$ cat src/sv/hmpc_pkg.sv
// Package for the heater mode and reflow profile controller.
// Holds the command, mode, sequencer and arithmetic codes and the point reset table.
// No dependencies.
`default_nettype none

package hmpc_pkg;

  // Widths fixed by the field definitions.
  localparam int unsigned KIND_W  = 3;
  localparam int unsigned VALUE_W = 8;
  localparam int unsigned TIME_W  = 32;
  localparam int unsigned PTIME_W = 16;
  localparam int unsigned TEMP_W  = 8;
  localparam int unsigned PCT_W   = 7;
  localparam int unsigned LEVEL_W = 16;
  localparam int unsigned CFG_IDX_W  = 3;
  localparam int unsigned CFG_DATA_W = 16;

  // Storage for the profile points and the arithmetic widths.
  localparam int unsigned NPTS_MAX = 4;
  localparam int unsigned PIDX_W   = 2;
  localparam int unsigned MS_W     = 26;   // 65535 s in ms fits in 26 bits
  localparam int unsigned PROD_W   = TEMP_W + MS_W;
  localparam int unsigned ACC_W    = PROD_W + 1;
  localparam int unsigned DVS_W    = MS_W + 1;
  localparam int unsigned QUO_W    = 8;
  localparam int unsigned QK_W     = 3;

  localparam logic [MS_W-1:0]    MS_PER_S     = 26'd1000;
  localparam logic [VALUE_W-1:0] MAX_SET_TEMP = 8'd240;
  localparam logic [VALUE_W-1:0] MAX_SET_PCT  = 8'd100;

  localparam logic [PTIME_W-1:0] PT_TIME_RST [NPTS_MAX] = '{16'd0, 16'd60, 16'd120, 16'd165};
  localparam logic [TEMP_W-1:0]  PT_TEMP_RST [NPTS_MAX] = '{8'd30, 8'd150, 8'd150, 8'd240};

  typedef enum logic [KIND_W-1:0] {
    KIND_TICK     = 3'd0,
    KIND_DISABLE  = 3'd1,
    KIND_START    = 3'd2,
    KIND_SET_TEMP = 3'd3,
    KIND_SET_PWM  = 3'd4
  } hmpc_kind_e;

  typedef enum logic [1:0] {
    MODE_IDLE  = 2'd0,
    MODE_PWM   = 2'd1,
    MODE_TEMP  = 2'd2,
    MODE_CURVE = 2'd3
  } hmpc_mode_e;

  typedef enum logic [2:0] {
    S_IDLE,
    S_SEARCH,
    S_MUL0,
    S_MUL1,
    S_DINIT,
    S_DIV,
    S_EMIT
  } hmpc_state_e;

  typedef enum logic [2:0] {
    ARITH_HOLD,
    ARITH_MUL,
    ARITH_MAC_ADD,
    ARITH_MAC_SUB,
    ARITH_DIV_INIT,
    ARITH_DIV_STEP
  } hmpc_arith_op_e;

  typedef struct packed {
    hmpc_arith_op_e    op;
    logic [TEMP_W-1:0] mul_a;
    logic [MS_W-1:0]   mul_b;
    logic [QK_W-1:0]   k;
  } hmpc_arith_cmd_t;

  // Seconds to milliseconds for a profile point time.
  function automatic logic [MS_W-1:0] sec_to_ms(input logic [PTIME_W-1:0] s);
    logic [MS_W-1:0] r;
    r = MS_W'(s) * MS_PER_S;
    return r;
  endfunction

endpackage

`default_nettype wire

$ cat src/sv/hmpc_if.sv
// Valid/ready channel interfaces for the command/tick words and the result words.
// Depends on hmpc_pkg for the field widths.
`default_nettype none

interface hmpc_in_if;
  import hmpc_pkg::*;
  logic                 valid;
  logic                 ready;
  logic [KIND_W-1:0]    kind;
  logic [VALUE_W-1:0]   value;
  logic [TIME_W-1:0]    now_ms;

  modport source (output valid, kind, value, now_ms, input ready);
  modport sink   (input valid, kind, value, now_ms, output ready);
endinterface

interface hmpc_out_if;
  import hmpc_pkg::*;
  logic                 valid;
  logic                 ready;
  logic                 relay_on;
  logic [LEVEL_W-1:0]   pwm_level;
  logic [PCT_W-1:0]     duty_pct;
  logic [TEMP_W-1:0]    target_temp_c;
  logic [1:0]           mode;
  logic [TIME_W-1:0]    curve_age_ms;
  logic [TIME_W-1:0]    curve_left_ms;
  logic                 curve_done;

  modport source (output valid, relay_on, pwm_level, duty_pct, target_temp_c, mode,
                  curve_age_ms, curve_left_ms, curve_done, input ready);
  modport sink   (input valid, relay_on, pwm_level, duty_pct, target_temp_c, mode,
                  curve_age_ms, curve_left_ms, curve_done, output ready);
endinterface

`default_nettype wire

$ cat src/sv/hmpc_arith.sv
// Shared arithmetic unit: one 8x26 multiplier and one wide adder/subtractor.
// Performs multiply-accumulate and restoring division steps. Depends on hmpc_pkg.
`default_nettype none

module hmpc_arith
  import hmpc_pkg::*;
(
  input  wire logic             clk_i,
  input  wire hmpc_arith_cmd_t  cmd_i,
  output logic [QUO_W-1:0]      quo_o
);

  logic [ACC_W-1:0]  acc_q, acc_d;
  logic [DVS_W-1:0]  dvs_q, dvs_d;
  logic [QUO_W-1:0]  quo_q, quo_d;

  logic [PROD_W-1:0] prod;
  logic [ACC_W-1:0]  lhs, rhs;
  logic              sub;
  logic [ACC_W:0]    sum;

  assign prod = PROD_W'(cmd_i.mul_a) * PROD_W'(cmd_i.mul_b);

  // The one adder; a carry out on subtraction means no borrow.
  assign sum = {1'b0, lhs} + {1'b0, (sub ? ~rhs : rhs)} + {{ACC_W{1'b0}}, sub};

  always_comb begin
    lhs   = acc_q;
    rhs   = {1'b0, prod};
    sub   = 1'b0;
    acc_d = acc_q;
    dvs_d = dvs_q;
    quo_d = quo_q;
    case (cmd_i.op)
      ARITH_MUL: begin
        lhs   = '0;
        acc_d = sum[ACC_W-1:0];
      end
      ARITH_MAC_ADD: begin
        acc_d = sum[ACC_W-1:0];
      end
      ARITH_MAC_SUB: begin
        sub   = 1'b1;
        acc_d = sum[ACC_W-1:0];
      end
      ARITH_DIV_INIT: begin
        // Rounded quotient: (2*num + den) / (2*den).
        lhs   = {acc_q[ACC_W-2:0], 1'b0};
        rhs   = ACC_W'(cmd_i.mul_b);
        acc_d = sum[ACC_W-1:0];
        dvs_d = {cmd_i.mul_b, 1'b0};
        quo_d = '0;
      end
      ARITH_DIV_STEP: begin
        rhs = ACC_W'(dvs_q) << cmd_i.k;
        sub = 1'b1;
        if (sum[ACC_W]) begin
          acc_d          = sum[ACC_W-1:0];
          quo_d[cmd_i.k] = 1'b1;
        end
      end
      default: begin
      end
    endcase
  end

  always_ff @(posedge clk_i) begin
    acc_q <= acc_d;
    dvs_q <= dvs_d;
    quo_q <= quo_d;
  end

  assign quo_o = quo_q;

endmodule

`default_nettype wire

$ cat src/sv/heater_mode_profile_controller.sv
// Top level of the heater mode controller with a piecewise linear reflow profile.
// Depends on hmpc_pkg, hmpc_if (channel interfaces) and hmpc_arith (shared arithmetic unit).
`default_nettype none

// The controller holds one of four modes (idle, fixed PWM, temperature hold, profile
// curve) and answers every tick word with one result word; command words produce no
// result. A command is applied when it is taken and leaves the sequencer idle. A tick
// outside curve mode goes from the idle state through the emit state into the output
// register. A tick in curve mode walks the profile points one per cycle (up to
// NUM_POINTS points) and, when it lands between two points, runs the shared
// multiplier twice and then eight restoring division steps on the shared adder. The
// input is ready only while the sequencer is idle. The result sits in an output
// register, so the next word is taken while a result still waits to be read; a new
// result waits in the emit state until the previous one has been taken. The
// interpolated target is rounded half away from zero with exact integer arithmetic.
// Profile points are written through the configuration port (even index: time in
// seconds, odd index: temperature) and should only be changed while the block is idle.
module heater_mode_profile_controller
  import hmpc_pkg::*;
#(
  parameter int unsigned NUM_POINTS = 4,
  parameter int unsigned PWM_SCALE  = 500
) (
  input  wire logic                  clk_i,
  input  wire logic                  rst_ni,
  input  wire logic                  cfg_we_i,
  input  wire logic [CFG_IDX_W-1:0]  cfg_idx_i,
  input  wire logic [CFG_DATA_W-1:0] cfg_data_i,
  hmpc_in_if.sink                    in_i,
  hmpc_out_if.source                 out_o
);

  localparam logic [PIDX_W-1:0] LastIdx = PIDX_W'(NUM_POINTS - 1);
  localparam logic [QK_W-1:0]   TopK    = QK_W'(QUO_W - 1);

  // Profile point registers.
  logic [PTIME_W-1:0] pt_time_q [NPTS_MAX];
  logic [TEMP_W-1:0]  pt_temp_q [NPTS_MAX];

  // Mode state.
  hmpc_mode_e         mode_q;
  logic [PCT_W-1:0]   pct_q;
  logic [TEMP_W-1:0]  target_q;
  logic [TIME_W-1:0]  start_q;

  // Sequencer.
  hmpc_state_e        state_q, state_d;
  logic [PIDX_W-1:0]  idx_q;
  logic [QK_W-1:0]    k_q;
  hmpc_arith_cmd_t    arith_cmd;
  logic [QUO_W-1:0]   quo;

  // Per-tick working values.
  logic [TIME_W-1:0]  t_q;
  logic [MS_W-1:0]    xprev_q;
  logic [MS_W-1:0]    den_q;
  logic [MS_W-1:0]    dt_q;
  logic [TEMP_W-1:0]  y0_q, y1_q;
  hmpc_mode_e         res_mode_q;
  logic [TEMP_W-1:0]  res_target_q;
  logic [TIME_W-1:0]  res_remaining_q;
  logic               res_done_q;
  logic               from_div_q;

  // Output word register.
  logic               out_valid_q;
  logic               o_relay_q;
  logic [LEVEL_W-1:0] o_level_q;
  logic [PCT_W-1:0]   o_pct_q;
  logic [TEMP_W-1:0]  o_target_q;
  logic [1:0]         o_mode_q;
  logic [TIME_W-1:0]  o_elapsed_q;
  logic [TIME_W-1:0]  o_remaining_q;
  logic               o_done_q;

  logic               in_fire;
  logic               emit_fire;
  logic [MS_W-1:0]    xi;
  logic [MS_W-1:0]    end_ms;
  logic               before_xi;
  logic [PCT_W-1:0]   emit_pct;
  logic [TEMP_W-1:0]  emit_target;

  assign in_i.ready = (state_q == S_IDLE);
  assign in_fire    = in_i.valid && in_i.ready;
  assign emit_fire  = (state_q == S_EMIT) && (!out_valid_q || out_o.ready);

  assign xi        = sec_to_ms(pt_time_q[idx_q]);
  assign end_ms    = sec_to_ms(pt_time_q[LastIdx]);
  assign before_xi = t_q < TIME_W'(xi);

  // A finished curve drives no heat; otherwise the stored percent applies.
  assign emit_pct    = res_done_q ? '0 : pct_q;
  assign emit_target = from_div_q ? quo : res_target_q;

  hmpc_arith u_arith (
    .clk_i (clk_i),
    .cmd_i (arith_cmd),
    .quo_o (quo)
  );

  // Next state and the command for the shared unit.
  always_comb begin
    state_d         = state_q;
    arith_cmd.op    = ARITH_HOLD;
    arith_cmd.mul_a = y0_q;
    arith_cmd.mul_b = den_q;
    arith_cmd.k     = k_q;
    case (state_q)
      S_IDLE: begin
        if (in_fire && (in_i.kind == KIND_TICK)) begin
          state_d = (mode_q == MODE_CURVE) ? S_SEARCH : S_EMIT;
        end
      end
      S_SEARCH: begin
        if (before_xi) begin
          state_d = (idx_q == '0) ? S_EMIT : S_MUL0;
        end else if (idx_q == LastIdx) begin
          state_d = S_EMIT;
        end
      end
      S_MUL0: begin
        arith_cmd.op = ARITH_MUL;
        state_d      = S_MUL1;
      end
      S_MUL1: begin
        arith_cmd.mul_b = dt_q;
        if (y1_q >= y0_q) begin
          arith_cmd.op    = ARITH_MAC_ADD;
          arith_cmd.mul_a = y1_q - y0_q;
        end else begin
          arith_cmd.op    = ARITH_MAC_SUB;
          arith_cmd.mul_a = y0_q - y1_q;
        end
        state_d = S_DINIT;
      end
      S_DINIT: begin
        arith_cmd.op = ARITH_DIV_INIT;
        state_d      = S_DIV;
      end
      S_DIV: begin
        arith_cmd.op = ARITH_DIV_STEP;
        if (k_q == '0) begin
          state_d = S_EMIT;
        end
      end
      S_EMIT: begin
        if (emit_fire) begin
          state_d = S_IDLE;
        end
      end
      default: begin
        state_d = S_IDLE;
      end
    endcase
  end

  always_ff @(posedge clk_i or negedge rst_ni) begin
    if (!rst_ni) begin
      state_q <= S_IDLE;
    end else begin
      state_q <= state_d;
    end
  end

  // Configuration registers.
  always_ff @(posedge clk_i or negedge rst_ni) begin
    if (!rst_ni) begin
      pt_time_q <= PT_TIME_RST;
      pt_temp_q <= PT_TEMP_RST;
    end else if (cfg_we_i) begin
      if (cfg_idx_i[0]) begin
        pt_temp_q[cfg_idx_i[CFG_IDX_W-1:1]] <= cfg_data_i[TEMP_W-1:0];
      end else begin
        pt_time_q[cfg_idx_i[CFG_IDX_W-1:1]] <= cfg_data_i[PTIME_W-1:0];
      end
    end
  end

  // Mode state: commands are applied on acceptance, and a curve tick updates the
  // target (or ends the curve) when its result is emitted.
  always_ff @(posedge clk_i or negedge rst_ni) begin
    if (!rst_ni) begin
      mode_q   <= MODE_IDLE;
      pct_q    <= '0;
      target_q <= '0;
      start_q  <= '0;
    end else if (in_fire) begin
      case (in_i.kind)
        KIND_DISABLE: begin
          mode_q   <= MODE_IDLE;
          pct_q    <= '0;
          target_q <= '0;
        end
        KIND_START: begin
          // A running curve is not restarted.
          if (mode_q != MODE_CURVE) begin
            mode_q   <= MODE_CURVE;
            pct_q    <= '0;
            target_q <= '0;
            start_q  <= in_i.now_ms;
          end
        end
        KIND_SET_TEMP: begin
          if (in_i.value <= MAX_SET_TEMP) begin
            mode_q   <= MODE_TEMP;
            pct_q    <= '0;
            target_q <= in_i.value;
          end
        end
        KIND_SET_PWM: begin
          if (in_i.value <= MAX_SET_PCT) begin
            mode_q   <= MODE_PWM;
            pct_q    <= in_i.value[PCT_W-1:0];
            target_q <= '0;
          end
        end
        default: begin
        end
      endcase
    end else if (emit_fire && (res_mode_q == MODE_CURVE)) begin
      if (res_done_q) begin
        mode_q   <= MODE_IDLE;
        pct_q    <= '0;
        target_q <= '0;
      end else begin
        target_q <= emit_target;
      end
    end
  end

  // Working registers of the tick sequence.
  always_ff @(posedge clk_i) begin
    case (state_q)
      S_IDLE: begin
        if (in_fire) begin
          res_mode_q      <= mode_q;
          res_target_q    <= target_q;
          res_remaining_q <= '0;
          res_done_q      <= 1'b0;
          from_div_q      <= 1'b0;
          idx_q           <= '0;
          xprev_q         <= '0;
          t_q             <= (mode_q == MODE_CURVE) ? (in_i.now_ms - start_q) : '0;
        end
      end
      S_SEARCH: begin
        res_remaining_q <= (t_q < TIME_W'(end_ms)) ? (TIME_W'(end_ms) - t_q) : '0;
        if (before_xi) begin
          // Before the first point the first temperature holds.
          res_target_q <= pt_temp_q[idx_q];
          den_q        <= xi - xprev_q;
          dt_q         <= t_q[MS_W-1:0] - xprev_q;
          y1_q         <= pt_temp_q[idx_q];
          y0_q         <= pt_temp_q[idx_q - PIDX_W'(1)];
        end else if (idx_q == LastIdx) begin
          res_target_q <= '0;
          res_done_q   <= 1'b1;
        end else begin
          idx_q   <= idx_q + PIDX_W'(1);
          xprev_q <= xi;
        end
      end
      S_DINIT: begin
        k_q <= TopK;
      end
      S_DIV: begin
        k_q <= k_q - QK_W'(1);
        if (k_q == '0) begin
          from_div_q <= 1'b1;
        end
      end
      default: begin
      end
    endcase
  end

  // Output word register.
  always_ff @(posedge clk_i or negedge rst_ni) begin
    if (!rst_ni) begin
      out_valid_q <= 1'b0;
    end else if (emit_fire) begin
      out_valid_q <= 1'b1;
    end else if (out_o.ready) begin
      out_valid_q <= 1'b0;
    end
  end

  always_ff @(posedge clk_i) begin
    if (emit_fire) begin
      o_relay_q     <= (emit_pct != '0);
      o_level_q     <= LEVEL_W'(32'(emit_pct) * PWM_SCALE);
      o_pct_q       <= emit_pct;
      o_target_q    <= emit_target;
      o_mode_q      <= res_mode_q;
      o_elapsed_q   <= t_q;
      o_remaining_q <= res_remaining_q;
      o_done_q      <= res_done_q;
    end
  end

  assign out_o.valid         = out_valid_q;
  assign out_o.relay_on      = o_relay_q;
  assign out_o.pwm_level     = o_level_q;
  assign out_o.duty_pct      = o_pct_q;
  assign out_o.target_temp_c = o_target_q;
  assign out_o.mode          = o_mode_q;
  assign out_o.curve_age_ms  = o_elapsed_q;
  assign out_o.curve_left_ms = o_remaining_q;
  assign out_o.curve_done    = o_done_q;

`ifndef ASSERT_OFF
  a_load_from_emit: assert property (@(posedge clk_i) disable iff (!rst_ni)
    $rose(out_valid_q) |-> $past(state_q) == S_EMIT)
    else $error("result word appeared without an emit");

  a_done_in_curve: assert property (@(posedge clk_i) disable iff (!rst_ni)
    (out_valid_q && o_done_q) |-> (o_mode_q == MODE_CURVE) && (o_target_q == '0)
                                  && (o_pct_q == '0))
    else $error("curve end reported outside curve mode or with a target");

  a_done_goes_idle: assert property (@(posedge clk_i) disable iff (!rst_ni)
    (emit_fire && res_done_q) |=> (mode_q == MODE_IDLE) && (target_q == '0))
    else $error("mode did not return to idle after the curve ended");

  a_timing_only_in_curve: assert property (@(posedge clk_i) disable iff (!rst_ni)
    (out_valid_q && (o_mode_q != MODE_CURVE)) |-> (o_elapsed_q == '0)
                                                   && (o_remaining_q == '0))
    else $error("curve timing reported outside curve mode");

  a_busy_not_ready: assert property (@(posedge clk_i) disable iff (!rst_ni)
    ((state_q == S_DIV) || (state_q == S_SEARCH)) |-> !in_i.ready)
    else $error("input taken while a tick is in progress");
`endif

endmodule

`default_nettype wire

$ cat src/flat_wrapper.sv
// flat-port wrapper written by rule: the top's interface ports become plain ports
module heater_mode_profile_controller_flat import hmpc_pkg::*;
#(
  parameter int unsigned NUM_POINTS = 4,
  parameter int unsigned PWM_SCALE  = 500
)
  (clk_i, rst_ni, cfg_we_i, cfg_idx_i, cfg_data_i, in_i_valid, in_i_kind, in_i_value, in_i_now_ms, in_i_ready, out_o_valid, out_o_relay_on, out_o_pwm_level, out_o_duty_pct, out_o_target_temp_c, out_o_mode, out_o_curve_age_ms, out_o_curve_left_ms, out_o_curve_done, out_o_ready);
  hmpc_in_if in_i_i ();
  hmpc_out_if out_o_i ();
  input  wire logic clk_i;
  input  wire logic rst_ni;
  input  wire logic cfg_we_i;
  input  wire logic [CFG_IDX_W-1:0] cfg_idx_i;
  input  wire logic [CFG_DATA_W-1:0] cfg_data_i;
  input wire logic [$bits(in_i_i.valid)-1:0] in_i_valid;
  input wire logic [$bits(in_i_i.kind)-1:0] in_i_kind;
  input wire logic [$bits(in_i_i.value)-1:0] in_i_value;
  input wire logic [$bits(in_i_i.now_ms)-1:0] in_i_now_ms;
  output wire logic [$bits(in_i_i.ready)-1:0] in_i_ready;
  output wire logic [$bits(out_o_i.valid)-1:0] out_o_valid;
  output wire logic [$bits(out_o_i.relay_on)-1:0] out_o_relay_on;
  output wire logic [$bits(out_o_i.pwm_level)-1:0] out_o_pwm_level;
  output wire logic [$bits(out_o_i.duty_pct)-1:0] out_o_duty_pct;
  output wire logic [$bits(out_o_i.target_temp_c)-1:0] out_o_target_temp_c;
  output wire logic [$bits(out_o_i.mode)-1:0] out_o_mode;
  output wire logic [$bits(out_o_i.curve_age_ms)-1:0] out_o_curve_age_ms;
  output wire logic [$bits(out_o_i.curve_left_ms)-1:0] out_o_curve_left_ms;
  output wire logic [$bits(out_o_i.curve_done)-1:0] out_o_curve_done;
  input wire logic [$bits(out_o_i.ready)-1:0] out_o_ready;
  assign in_i_i.valid = in_i_valid;
  assign in_i_i.kind = in_i_kind;
  assign in_i_i.value = in_i_value;
  assign in_i_i.now_ms = in_i_now_ms;
  assign in_i_ready = in_i_i.ready;
  assign out_o_valid = out_o_i.valid;
  assign out_o_relay_on = out_o_i.relay_on;
  assign out_o_pwm_level = out_o_i.pwm_level;
  assign out_o_duty_pct = out_o_i.duty_pct;
  assign out_o_target_temp_c = out_o_i.target_temp_c;
  assign out_o_mode = out_o_i.mode;
  assign out_o_curve_age_ms = out_o_i.curve_age_ms;
  assign out_o_curve_left_ms = out_o_i.curve_left_ms;
  assign out_o_curve_done = out_o_i.curve_done;
  assign out_o_i.ready = out_o_ready;
  heater_mode_profile_controller #(.NUM_POINTS(NUM_POINTS), .PWM_SCALE(PWM_SCALE)) u_core (.clk_i(clk_i), .rst_ni(rst_ni), .cfg_we_i(cfg_we_i), .cfg_idx_i(cfg_idx_i), .cfg_data_i(cfg_data_i), .in_i(in_i_i), .out_o(out_o_i));
endmodule
$ cat config.mk
export PLATFORM = sky130hd
export DESIGN_NAME = heater_mode_profile_controller_flat
export DESIGN_NICKNAME = d
export VERILOG_FILES = /design/src/sv/hmpc_pkg.sv /design/src/sv/hmpc_if.sv /design/src/sv/hmpc_arith.sv /design/src/sv/heater_mode_profile_controller.sv /design/src/flat_wrapper.sv
export SDC_FILE = /design/constraint.sdc
export NUM_CORES = 2
export LEC_CHECK = 0
export BUFFER_PORTS_ARGS = -buffer_cell sky130_fd_sc_hd__buf_2
export CORE_MARGIN = 10
export CORE_UTILIZATION = 40
export CTS_CLUSTER_SIZE = 25
export DETAILED_ROUTE_END_ITERATION = 12
export SYNTH_ARGS = -nofsm -noshare
export SYNTH_HDL_FRONTEND = slang
export SYNTH_SLANG_ARGS = --single-unit
$ cat constraint.sdc
create_clock -name clk_i -period 26.3 [get_ports clk_i]
set_input_delay 5.26 -clock clk_i [delete_from_list [all_inputs] [get_ports clk_i]]
set_output_delay 5.26 -clock clk_i [all_outputs]
set_load 0.005 [all_outputs]
## After elaboration in Yosys (flattened, before gate mapping)

Cells that the tools add are included.

| word-level totals | value |
|---|---|
| register bits | 490 |
| latch bits | 0 |
| bits in writable memories | 0 |
| memory bits (read-only) | 0 |
| bits of input ports | 67 |
| output and inout port bits | 101 |
| word-level logic and storage cells | 223 |
| memories | 0 |

| cells by class | value |
|---|---|
| add/subtract/negate cells | 11 |
| $mul | 4 |
| divide/modulo/power cells | 0 |
| order comparisons | 11 |
| equality and inequality tests | 32 |
| shift operators | 1 |
| mux-type cells | 82 |
| bitwise gates (word level) | 6 |
| reduce and logical (&&, ||, !) cells | 38 |

Operators by type and width:

| operator | number |
|---|---|
| $pmux W35 S2 | 3 |
| $mux W8 | 16 |
| $mux W26 | 3 |
| $mux W35 | 2 |
| $bwmux W64 | 1 |
| $lt A32 B26 Y1 | 2 |
| $mux W32 | 2 |
| $pmux W32 S2 | 1 |
| $pmux W26 S2 | 1 |
| $sub A26 B26 Y26 | 2 |
| $mux W16 | 3 |
| $mul A16 B7 Y23 const B | 2 |
| $mux W7 | 6 |
| $add A35 B35 Y36 | 1 |
| $add A36 B1 Y36 | 1 |
| $not A35 Y35 | 1 |
| $shl A27 B3 Y35 | 1 |
| $mul A8 B26 Y34 | 1 |
| $mux W34 | 1 |
| $bmux W16 S2 | 1 |
| $bmux W8 S2 | 2 |
| $bwmux W32 | 1 |
| $demux W16 S2 | 1 |
| $pmux W8 S2 | 2 |
| other kinds (54) | 128 |

## Logic depth before layout (Yosys ltp)

| depth | value |
|---|---|
| depth in word-level cells | 11 |
| gate-level depth with buffers | 41 |
| mapped depth without buffers | 40 |

## Modules after synthesis

Synthesis repeated with hierarchy kept, for this count alone.

| second synthesis, totals | value |
|---|---|
| cells, all modules | 3,925 |
| area, all modules | 41,014.3 um^2 |

Modules (own cells, without submodules):

| module | times used | cells an instance | area an instance (um^2) | seq. area each (um^2) |
|---|---|---|---|---|
| heater_mode_profile_controller | 1 | 2,470 | 28,118.2 | 11,691.2 |
| hmpc_arith | 1 | 1,455 | 12,896.1 | 2,072.0 |

## Worst setup path before layout

No wires, ideal clock.

| path | value |
|---|---|
| path type | input to register |
| start point | input port out_o_ready |
| end point | register u_core.mode_q[0] |
| library setup time | 121 ps |
| data arrival time | 10,909 ps |
| required time | 26,179 ps |
| setup slack | 15,270 ps |
| stages on the path | 5 |
| path buffers | 0 |
| cell sequence | nor2b_1 > nor2_1 > a31oi_1 > or2_2 > a22o_1 |

| between the ends | value |
|---|---|
| word-level cells in the longest chain between the ends | 5 |

Ends and longest elaborated chain:

| what | line | RTL |
|---|---|---|
| from (decl) | flat_wrapper.sv:29 | `input wire logic [$bits(out_o_i.ready)-1:0] out_o_ready;` |
| $logic_or A1 B1 Y1 | heater_mode_profile_controller.sv:86 | `assign emit_fire = (state_q == S_EMIT) && (!out_valid_q \|\| out_o.ready);` |
| $logic_and A1 B1 Y1 | heater_mode_profile_controller.sv:86 |  |
| named net u_core.emit_fire | heater_mode_profile_controller.sv:77 | `logic emit_fire;` |
| $logic_and A1 B1 Y1 | heater_mode_profile_controller.sv:221 | `end else if (emit_fire && (res_mode_q == MODE_CURVE)) begin` |
| $reduce_bool A2 Y1 (no line) | -- |  |
| $reduce_and A6 Y1 (no line) | -- |  |
| to (signal assigned) | heater_mode_profile_controller.sv:206 | `mode_q <= MODE_TEMP;` |
| to (signal assigned) | heater_mode_profile_controller.sv:213 | `mode_q <= MODE_PWM;` |
| to (signal assigned) | heater_mode_profile_controller.sv:223 | `mode_q <= MODE_IDLE;` |
| to (decl) | heater_mode_profile_controller.sv:41 | `hmpc_mode_e mode_q;` |

The timed path passes the listed nets, and every way through them passes these cells.
A chain may end at the register's enable or synchronous reset.

## Final worst setup path

| path | value |
|---|---|
| start point | register u_core.y0_q[7] |
| end point | register u_core.u_arith.acc_q[20] (enable) |

| between the ends | value |
|---|---|
| word-level cells in the longest chain between the ends | 11 |
| elaborated cells between the ends (all ways) | 24 |
| classes of those cells | add/sub: 4; mul: 1; order compare: 1; eq/ne: 6; mux: 7; bitwise: 1; reduce/logical: 4 |

Ends and longest elaborated chain:

| what | line | RTL |
|---|---|---|
| from (decl) | heater_mode_profile_controller.sv:58 | `logic [TEMP_W-1:0] y0_q, y1_q;` |
| from (signal assigned) | heater_mode_profile_controller.sv:255 | `y0_q <= pt_temp_q[idx_q - PIDX_W'(1)];` |
| $sub A8 B8 Y8, or another cell as far along | heater_mode_profile_controller.sv:133 | `arith_cmd.mul_a = y0_q - y1_q;` |
| $mux W9 | heater_mode_profile_controller.sv:128 | `if (y1_q >= y0_q) begin` |
| $mux W34 or $pmux W3 S4 (tied branches) | heater_mode_profile_controller.sv:109 | `case (state_q)` |
| $mul A8 B26 Y34, or another cell as far along | hmpc_arith.sv:22 | `assign prod = PROD_W'(cmd_i.mul_a) * PROD_W'(cmd_i.mul_b);` |
| $pmux W35 S2 or $reduce_or A2 Y1 (tied branches) | -- |  |
| $not A35 Y35 or $mux W1 (tied branches) | hmpc_arith.sv:25, hmpc_arith.sv:34 |  |
| $mux W35 | hmpc_arith.sv:25 | `assign sum = {1'b0, lhs} + {1'b0, (sub ? ~rhs : rhs)} + {{ACC_W{1'b0}}, sub};` |
| $add A35 B35 Y36 | hmpc_arith.sv:25 |  |
| $add A36 B1 Y36 | hmpc_arith.sv:25 |  |
| $ne A2 B2 Y1 (no line) | -- |  |
| $reduce_and A2 Y1 (no line) * | -- |  |
| to (signal assigned) | hmpc_arith.sv:68 | `acc_q <= acc_d;` |
| to (decl) | hmpc_arith.sv:13 | `logic [ACC_W-1:0] acc_q, acc_d;` |

Mark *: on every way between the ends. The rest lies on a longest branch, timed or not.

==> flow_summary.rst <==
.. list-table::
   :header-rows: 1

   * - Metric
     - Value
   * - Sequential share of the synthesized area
     - 0.339
   * - Number of distinct standard cells referenced by the synthesized netlist
     - between 90 and 100
   * - Number of clock sinks
     - 482
   * - Top Ports
     - 168
   * - Ys Warns
     - 0
   * - Width of the chip
     - 338 um
   * - Total congestion overflow after global routing
     - 0
   * - Number of nets in the final layout
     - ~4700
   * - Sum of negative setup slack
     - 0 ns
   * - Routed WL per cell
     - 19.8 um
   * - CTS HTree Levels
     - 2
   * - Cell area after placement
     - 43000 sq um
   * - Die outline area
     - 115000 sq um
   * - Post-detailed-routing wire length
     - 107000 um
   * - Classification of the worst setup path
     - reg -> reg
   * - Number of global-route vias before repair
     - just under 30000
   * - Largest net degree at the start of global routing
     - 79
   * - Initial antenna violation count
     - 14
   * - Origin of the worst setup path
     - u_core.y0_q[7]
   * - Achievable frequency
     - 87.0 MHz
   * - RSZ-0062 raised after global routing
     - no
   * - R2R Path Start
     - u_core.y0_q[7]
   * - Final cell area excluding filler cells
     - 45000 sq um
   * - Avg Cell Area, Syn
     - 10.5 sq um
   * - Max cap viols
     - 0
   * - Global-route wire length before repair
     - 167000 um
   * - Number of gates resized after CTS
     - 0
   * - Instance count of the mapped netlist
     - 3855
   * - Endpoint type of the worst setup path
     - register
   * - Total of endpoints with negative setup slack in the final report
     - 0
   * - Worst Clk Skew
     - 0.0232 ns
   * - HPWL reported at the end of detailed placement
     - 84300 um
   * - GRT Overall Usage
     - 0.182
   * - DRC violations left
     - 0
   * - Synthesis-to-layout area growth
     - 10.9%
   * - Clock tree from TritonCTS
     - yes
   * - Final ANT Viol Nets
     - 0
   * - Final-layout fill cell count
     - 9604
   * - Critical path startpoint category
     - register
   * - Combined area of all synthesized cells
     - ~40000 sq um
   * - Least-Margin Pin Slew
     - 1.09 ns
   * - CTS Buf Count
     - 55
   * - Number of flops mapped to enable cells by yosys
     - 333
   * - Max Fanout on Critical Path
     - 35
   * - Count of final hold-check violations
     - 0
   * - Area occupied by registers
     - 13800 sq um
   * - Synth top area share
     - 0.247
   * - Rows
     - 116
   * - Post-CTS setup repair buffer count
     - 0
   * - Detailed-route vias per instance
     - about 5.4
   * - Minimum clock period after layout
     - 11.49 ns
   * - Period utilization
     - 0.437
   * - Longest individual stage delay on the worst path
     - approximately 0.85 ns
   * - CORE AREA
     - ~100000 sq um
   * - Final estimated routing congestion in global placement
     - roughly 0.90
   * - Number of buffers on the longest clock path
     - 3
   * - Cell types occupying the most area after synthesis
     - sky130_fd_sc_hd__edfxtp_1 25%, sky130_fd_sc_hd__fa_1 14%, sky130_fd_sc_hd__ha_1 11%
   * - Post-cts hold buffer count
     - 0
   * - CP max-delay cell
     - sky130_fd_sc_hd__edfxtp_1
   * - Most used flip-flop cell after synthesis
     - sky130_fd_sc_hd__edfxtp_1
   * - Clock edge transition at the registers on the reported setup and hold paths
     - 0.06 ns
   * - Slew Limit Fails
     - 0
   * - Result of the run
     - finished, final reports clean
   * - Required arrival time at the worst endpoint
     - 26.58 ns
   * - Buffers added on ports
     - 165
   * - Yosys reg bits
     - 482
   * - WP data arrival
     - 11.77 ns
   * - Max-slew headroom at the worst pin
     - 0.267
   * - Cell mode on critical path
     - sky130_fd_sc_hd__fa_1
   * - Number of cells on the worst reg-to-reg path
     - 35
   * - Source-to-sink clock delay at the later pin of the worst-skew pair
     - 0.64 ns
   * - R2R Setup Slk
     - 14.81 ns
   * - Fraction of layout instances using a drive strength above 1
     - 0.141
   * - Die height
     - 338 um
   * - Pre-antenna DRT Iters
     - 6
   * - Effective utilization at floorplan
     - 0.404
   * - Termination of the worst setup path
     - u_core.u_arith.acc_q[20]
   * - Area leader, netlist
     - sky130_fd_sc_hd__edfxtp_1
   * - Clock tree root driver cell
     - sky130_fd_sc_hd__clkbuf_16
   * - Post-Route Utilization
     - 0.449
   * - Area of combinational cells with multiple inputs
     - between 20000 and 25000 sq um
   * - DRC violation total after the first TritonRoute iteration
     - 2128
   * - Worst min-delay path class
     - reg -> reg
   * - Vias
     - 29100
   * - Critical R2R Capture
     - u_core.u_arith.acc_q[20]
   * - Fraction of registers with async set or reset after synthesis
     - 0.309
==> synth_stat cells (all sizes together) (7+ instances only) <==
library cell and n:
a2111oi 10, a211o 9, a211oi 29, a21boi 11, a21o 94, a21oi 215, a22o 38, a22oi 10
a311oi 17, a31o 26, a31oi 39, and2 20, and3 45, buf 26, clkbuf 85, dfrtp 121
dfstp 28, edfxtp 333, fa 276, ha 371, inv 472, mux2 137, mux2i 38, mux4 49
nand2 238, nand2b 33, nand3 45, nand4 22, nor2 356, nor2b 31, nor3 51, nor3b 10
nor4 11, o211ai 13, o21a 46, o21ai 130, o21bai 36, o31ai 14, or2 11, or3 7
xnor2 159, xor2 58
==> layout make-up <==
cell class	instances	area share
well taps	1357	0.0377
clock buffers	69	0.0337
flip-flops and latches	482	0.306
multi-input cells	2794	0.548
repair buffers	201	0.0245
inverters	475	0.0396
diodes	4	0.000222
clock inverters	35	0.0101
==> worst min-delay path by stage <==
stage / start / endpoint / slack [ns] / cells after the start
floorplan: u_core.res_remaining_q[0] / u_core.out_o.curve_left_ms[0] / 0.40 / 0
global placement: u_core.res_remaining_q[27] / u_core.out_o.curve_left_ms[27] / 0.40 / 0
detailed placement: u_core.res_remaining_q[0] / u_core.out_o.curve_left_ms[0] / 0.40 / 0
CTS: u_core.res_remaining_q[20] / u_core.out_o.curve_left_ms[20] / 0.42 / 0
global route: u_core.res_remaining_q[20] / u_core.out_o.curve_left_ms[20] / 0.42 / 0
finish: u_core.res_remaining_q[20] / u_core.out_o.curve_left_ms[20] / 0.42 / 0
==> registers in the layout, summed over array words and instances, names as in the netlist, 8 cells and up <==
signal / flops
u_core.pt_temp_q: 32
u_core.out_o.target_temp_c: 8
u_core.out_o.pwm_level: 12
u_core.y1_q: 8
u_core.out_o.curve_left_ms: 32
u_core.res_remaining_q: 32
u_core.u_arith.dvs_q: 26
u_core.start_q: 32
u_core.xprev_q: 23
u_core.t_q: 32
u_core.target_q: 8
u_core.u_arith.acc_q: 35
u_core.den_q: 23
u_core.pt_time_q: 64
u_core.dt_q: 26
u_core.out_o.curve_age_ms: 32
u_core.u_arith.quo_o: 8
u_core.y0_q: 8
u_core.res_target_q: 8
==> metal layers <==
metal	global-route usage	part of all wire
met5	0	0.00094
met1	0.237	0.43
met3	0.0370	0.064
met4	0.0520	0.029
met2	0.305	0.47
==> cells in the final DEF (no fill, tap or decap), types with 34 or more instances in the layout <==
cell	synthesis	routed
sky130_fd_sc_hd__a31oi_1	39	39
sky130_fd_sc_hd__a21oi_1	212	212
sky130_fd_sc_hd__a22o_1	38	38
sky130_fd_sc_hd__mux2i_1	38	38
sky130_fd_sc_hd__inv_1	471	470
sky130_fd_sc_hd__fa_1	276	276
sky130_fd_sc_hd__xor2_1	58	58
sky130_fd_sc_hd__nor2_1	355	352
sky130_fd_sc_hd__o21a_1	46	46
sky130_fd_sc_hd__o21bai_1	35	34
sky130_fd_sc_hd__nand2_1	238	237
sky130_fd_sc_hd__nand3_1	45	45
sky130_fd_sc_hd__buf_2	8	164
sky130_fd_sc_hd__mux4_2	49	49
sky130_fd_sc_hd__xnor2_1	159	158
sky130_fd_sc_hd__dfrtp_1	121	120
sky130_fd_sc_hd__and3_1	45	45
sky130_fd_sc_hd__clkbuf_16	0	57
sky130_fd_sc_hd__edfxtp_1	333	333
sky130_fd_sc_hd__ha_1	371	371
sky130_fd_sc_hd__nor3_1	50	49
sky130_fd_sc_hd__o21ai_0	124	124
sky130_fd_sc_hd__buf_4	4	36
sky130_fd_sc_hd__a21o_1	94	94
sky130_fd_sc_hd__mux2_2	137	137
==> stage by stage <==
stage | setup slack, ns | std cells | hold WS (ns)
2_1_floorplan | 15.27 | 3862 | 0.400
3_3_place_gp | 15.05 | 5309 | 0.400
3_5_place_dp | 14.92 | 5309 | 0.405
4_1_cts | 14.91 | 5413 | 0.417
5_1_grt | 14.02 | 5415 | 0.420
6_report | 14.81 | 5417 | 0.416
==> cell families after synthesis <==
group / after synthesis / synth area share
xor+xnor: 218 / 0.0474
buf+inv: 586 / 0.0550
other cells: 1 / 0.0000925
fa+ha+maj: 647 / 0.251
compound gates: 796 / 0.132
mux: 224 / 0.0746
flops: 482 / 0.339
simple gates: 901 / 0.101
==> critical path, delay by kind of cell (launching register included) <==
kind / cells / cell delay (ns)
flip-flops: 1 / 0.85
buffers and inverters: 4 / 0.63
AND/OR/NAND/NOR: 5 / 1.27
XOR/XNOR: 3 / 0.68
adder cells (fa/ha/maj): 7 / 3.23
AO/OA/AOI/OAI: 16 / 4.43
Power is not shown: default switching activity piles up to over one toggle a cycle in this logic, so the estimate is an artifact.
